===== config.mk =====
export PLATFORM = sky130hd
export DESIGN_NAME = olte_cell
export DESIGN_NICKNAME = d
export VERILOG_FILES = /design/src/rtl/olte_pkg.sv /design/src/rtl/olte_cell.sv
export SDC_FILE = /design/constraint.sdc
export NUM_CORES = 1
export LEC_CHECK = 0
export BUFFER_PORTS_ARGS = -buffer_cell sky130_fd_sc_hd__buf_2
export CAP_MARGIN = 20
export CORE_AREA = 5 5 76 78
export DETAILED_ROUTE_END_ITERATION = 12
export DIE_AREA = 0 0 81 83
export PLACE_DENSITY_LB_ADDON = 0.12
export SYNTH_ARGS = -nofsm -noshare
export SYNTH_HDL_FRONTEND = slang
export SYNTH_SLANG_ARGS = --single-unit

===== constraint.sdc =====
create_clock -name clk_i -period 2.29 [get_ports clk_i]
set_input_delay 0.1145 -clock clk_i [delete_from_list [all_inputs] [get_ports clk_i]]
set_output_delay 0.1145 -clock clk_i [all_outputs]
set_load 0.02 [all_outputs]

===== src/rtl/olte_pkg.sv =====
`default_nettype none

package olte_pkg;

  // list geometry
  localparam int unsigned Depth    = 64;
  localparam int unsigned WordBits = 32;
  localparam int unsigned IdxW     = $clog2(Depth);
  localparam int unsigned CntW     = IdxW + 1;

  // fixed field widths of the ports
  localparam int unsigned CmdW    = 4;
  localparam int unsigned PosW    = 7;
  localparam int unsigned ValueW  = 32;
  localparam int unsigned StatusW = 3;
  localparam int unsigned FidxW   = 6;
  localparam int unsigned EcntW   = 7;
  localparam int unsigned LimW    = 7;
  localparam int unsigned ApbDW   = 32;
  localparam int unsigned ApbAW   = 3;

  localparam logic [LimW-1:0] LimitReset = LimW'(64);

  typedef logic [WordBits-1:0] word_t;

  typedef enum logic [CmdW-1:0] {
    CmdPushBack  = 4'd0,
    CmdPopBack   = 4'd1,
    CmdPushFront = 4'd2,
    CmdPopFront  = 4'd3,
    CmdInsert    = 4'd4,
    CmdErase     = 4'd5,
    CmdFind      = 4'd6,
    CmdRemove    = 4'd7,
    CmdClear     = 4'd8
  } cmd_e;

  typedef enum logic [StatusW-1:0] {
    StatOk       = 3'd0,
    StatFull     = 3'd1,
    StatEmpty    = 3'd2,
    StatBadPos   = 3'd3,
    StatNotFound = 3'd4
  } status_e;

  // broadcast to every cell
  typedef struct packed {
    logic shift_up;    // open a gap: cell at gap loads key, cells above take lower neighbor
    logic shift_down;  // close a gap: cells at and above gap take upper neighbor
    logic cmp_en;      // capture equality against key
  } cell_ctl_t;

endpackage

`default_nettype wire


===== src/rtl/olte_cell.sv =====
`default_nettype none

module olte_cell (
  input  wire                        clk_i,
  input  wire olte_pkg::cell_ctl_t   ctl_i,
  input  wire                        at_gt_i,   // this cell lies above the gap index
  input  wire                        at_eq_i,   // this cell is the gap index
  input  wire olte_pkg::word_t       key_i,
  input  wire olte_pkg::word_t       lo_data_i, // neighbor below
  input  wire olte_pkg::word_t       hi_data_i, // neighbor above
  output olte_pkg::word_t            data_o,
  output logic                       match_o
);

  olte_pkg::word_t data_q, data_d;
  logic            match_q;

  always_comb begin
    data_d = data_q;
    if (ctl_i.shift_up) begin
      if (at_eq_i) begin
        data_d = key_i;
      end else if (at_gt_i) begin
        data_d = lo_data_i;
      end
    end else if (ctl_i.shift_down) begin
      if (at_eq_i || at_gt_i) begin
        data_d = hi_data_i;
      end
    end
  end

  always_ff @(posedge clk_i) begin
    data_q <= data_d;
    if (ctl_i.cmp_en) begin
      match_q <= (data_q == key_i);
    end
  end

  assign data_o  = data_q;
  assign match_o = match_q;

endmodule

`default_nettype wire


==> summary.txt <==
GRT
  – Largest net degree at the start of global routing: 33
  – Most crowded layer after global routing: met2
  – Global Route Usage Sum: 16.5%
  – Grt met3 use: 4.55%
  – GRT met2 Usage: 29.9%
  – Global-route track usage on met1: 18.8%
  – GRT Residual Overflow: 0
  – Number of global-route vias before repair: 1877
  – Global-route wire length before repair: 8620 um
  – Initial antenna violation count: 0

Die
  – # IOs: 135
  – Die Y-Extent: 83 um
  – Core area: 5010 um^2
  – Initial core utilization: between 40% and 50%
  – Width of the chip: between 80 and 90 um
  – Die ar.: 6720 um^2
  – Core Rows: 26

Synthesis
  – Post-Synth Adder-Cell Area: 0%
  – Post-synthesis simple-gate area fraction: 9.23%
  – Top cell type's share of synthesized area: 49.1%
  – Ys Warns: 0
  – Syn_nets: 286
  – Post-synthesis mux area share: 15.9%
  – Post-Synthesis Cells: 184
  – Syn Area/Cell: 11.0 um^2
  – Largest area contributor in the netlist: edfxtp_1
  – Seq cells post-synth: 33
  – Register area share after synthesis: 49.1%
  – Yosys cell types: 13
  – Synthesized cell area: a little over 2000 um^2
  – Synth top area cells: edfxtp_1 (49%), mux2i_1 (16%), xor2_1 (14%), a21oi_1 (7.9%), nor2_1 (6.1%)
  – Synth Area in Compound Gates: 8.36%
  – Largest family of logic cells by synthesized area: multiplexers
  – Post-Synth XOR/XNOR Area: 13.9%

Power
  – PnR Total Power: 0.00168 W
  – Combinational share of power: 28.6%
  – Register share of total power: 47.8%
  – Clk network pwr share: 23.6%
  – Peak supply drop: 248 uV
  – P per Cell Area: 597 nW/um^2
  – Sw frac: 30.6%
  – P_sw: 0.000516 W
  – Pint: 0.00117 W
  – Static Leakage: between 1 and 1.5 nW

Clocking
  – Postcts setup bufs: 0
  – Clock Path Buffers: 2
  – Root Buffer: clkbuf_8
  – CTS Buf Count: 5
  – H-tree Lvls: 2
  – Worst-path clk slew: 0.06 ns
  – Hold_buf cts: 0
  – # resized after CTS: 0
  – CTS tree: done
  – Clock sinks: 33
  – Clk_lat worst skew: 0.27 ns

STA
  – Slew @ Worst Pin: around 0.54 ns
  – Final setup vio count: 0
  – Setup Skew: 0.00640 ns
  – Maximum clock frequency: between 0.6 and 0.7 GHz
  – RSZ-0062 raised after global routing: false
  – Final min period: 1.48 ns
  – Setup_tns: 0 ns
  – Slew margin rel.: between 60% and 70%
  – Hold Vio Cnt, Final: 0
  – Final period utilization: 64.8%
  – Slew Limit Fails: 0

Setup path
  – WP data required: about 2.4 ns
  – Worst-path fanout max: 2
  – CP arrival: between 1.5 and 2 ns
  – Worst r2r dst: match_o
  – Critical path launch point: data_o[31]
  – Setup CP Type: register to register
  – Reg2reg path depth: 4
  – Crit path launch type: register
  – Critical Path Sink: match_o
  – Critical-path top delay cell: nor4_1
  – Crit end category: register
  – Crit-path cells: xor2_1, nor4_1, nand4_1, nor2_1
  – Worst R2R Start: data_o[31]
  – Crit path largest cell delay: 0.52 ns
  – R2R Setup Slk: 0.81 ns

Placement
  – GPL Wtd Cong: between 0.7 and 0.8
  – DP HPWL: 4600 um
  – Port bufs: 134

Route
  – Pre-antenna DRT Iters: 4
  – Drt wl/cell: 14.4 um
  – Post-detailed-route count of antenna-violating nets: 0
  – Final wirelength: 5600 um
  – Routed vias/inst: ~4.7
  – Via count: approximately 1800
  – # DRC: 0
  – Drt initial violations: 53

Status
  – Outcome: complete, no violations

Run
  – Max_cap viols: 0

Cells and area
  – Area grow syn2layout: 39.6%
  – Layout cells sized above 1: a little under half
  – Nets: 421
  – Post-Route Utilization: around 56%
  – N_diodes: 0

Worst hold path
  – Hold crit path type: primary input to register
==> kinds of logic after synthesis <==
| family | count (synthesis) |
|---|---|
| muxes | 32 |
| xor gates and xnor gates | 32 |
| DFF | 33 |
| buffers and inverters | 11 |
| AOI/OAI and AO/OA | 33 |
| and+or+nand+nor | 43 |
==> how the worst min path moves through the flow <==
stage / startpoint / to / slack [ns] / cells past startpoint
global route: ctl_i[0] / match_o / 0.04 / 1
finish: ctl_i[0] / match_o / 0.05 / 1
floorplan: ctl_i[0] / match_o / 0.23 / 0
detailed placement: ctl_i[0] / match_o / 0.33 / 1
global placement: ctl_i[0] / match_o / 0.33 / 1
CTS: ctl_i[0] / match_o / 0.04 / 1
==> layer usage <==
layer,vias to the layer above,share of wire [%]
met5,-,0
met4,0,0.61
met3,4,8.3
met2,78,51
met1,802,40
li1,934,-
==> worst max-delay path, delay by kind of cell (launching register included) <==
kind          cells  cell delay, ns
simple gates      3            0.79
flops             1            0.40
xor+xnor          1            0.16
==> Yosys cell counts <==
cell	count
buf_6	3
mux2i_1	32
nor4_1	8
nor2_1	33
a21oi_1	32
buf_1	2
buf_2	4
nand4_1	2
buf_4	1
o22a_1	1
xor2_1	32
edfxtp_1	33
clkbuf_1	1
==> stage by stage <==
step / hold WS, ns / worst slack (ns) / cell area [um^2] / cells
final: 0.0523 / 0.806 / 2820 / 389
after global routing: 0.0378 / 0.639 / 2820 / 389
after CTS: 0.0418 / 0.775 / 2820 / 389
after detailed placement: 0.329 / 0.802 / 2740 / 382
after global placement: 0.328 / 0.829 / 2740 / 382
after floorplan: 0.227 / 0.628 / 2020 / 184
==> layout make-up <==
type	count	area [um^2]
Clock buffer	6	72.6
Tap cell	70	87.6
Timing Repair Buffer	139	708
Fill cell	503	2190
Multi-Input combinational cell	140	956
Clock inverter	1	3.75
Sequential cell	33	991
==> power groups by stage <==
stage	sequential (W)	clock, W	combinational (W)
2_1_floorplan	0.000914	0	0.000179
5_1_grt	0.000812	0.000444	0.000528
3_5_place_dp	0.000817	0	0.000492
4_1_cts	0.000805	0.000418	0.000493
3_3_place_gp	0.000812	0	0.000490
6_report	0.000805	0.000398	0.000481
==> flip-flops by register name, indices dropped and copies added, names as in the netlist <==
signal,count
match_o,1
data_o,32
==> cells in the final DEF (no fill, tap or decap) <==
master,count
buf_4,5
nor4_1,8
nand4_1,2
clkinv_1,1
nor2_1,33
buf_2,134
edfxtp_1,33
clkbuf_1,1
mux2i_1,32
o22a_1,1
xor2_1,32
a21oi_1,32
clkbuf_8,5
Note: power is estimated with default switching activity, not from simulation.
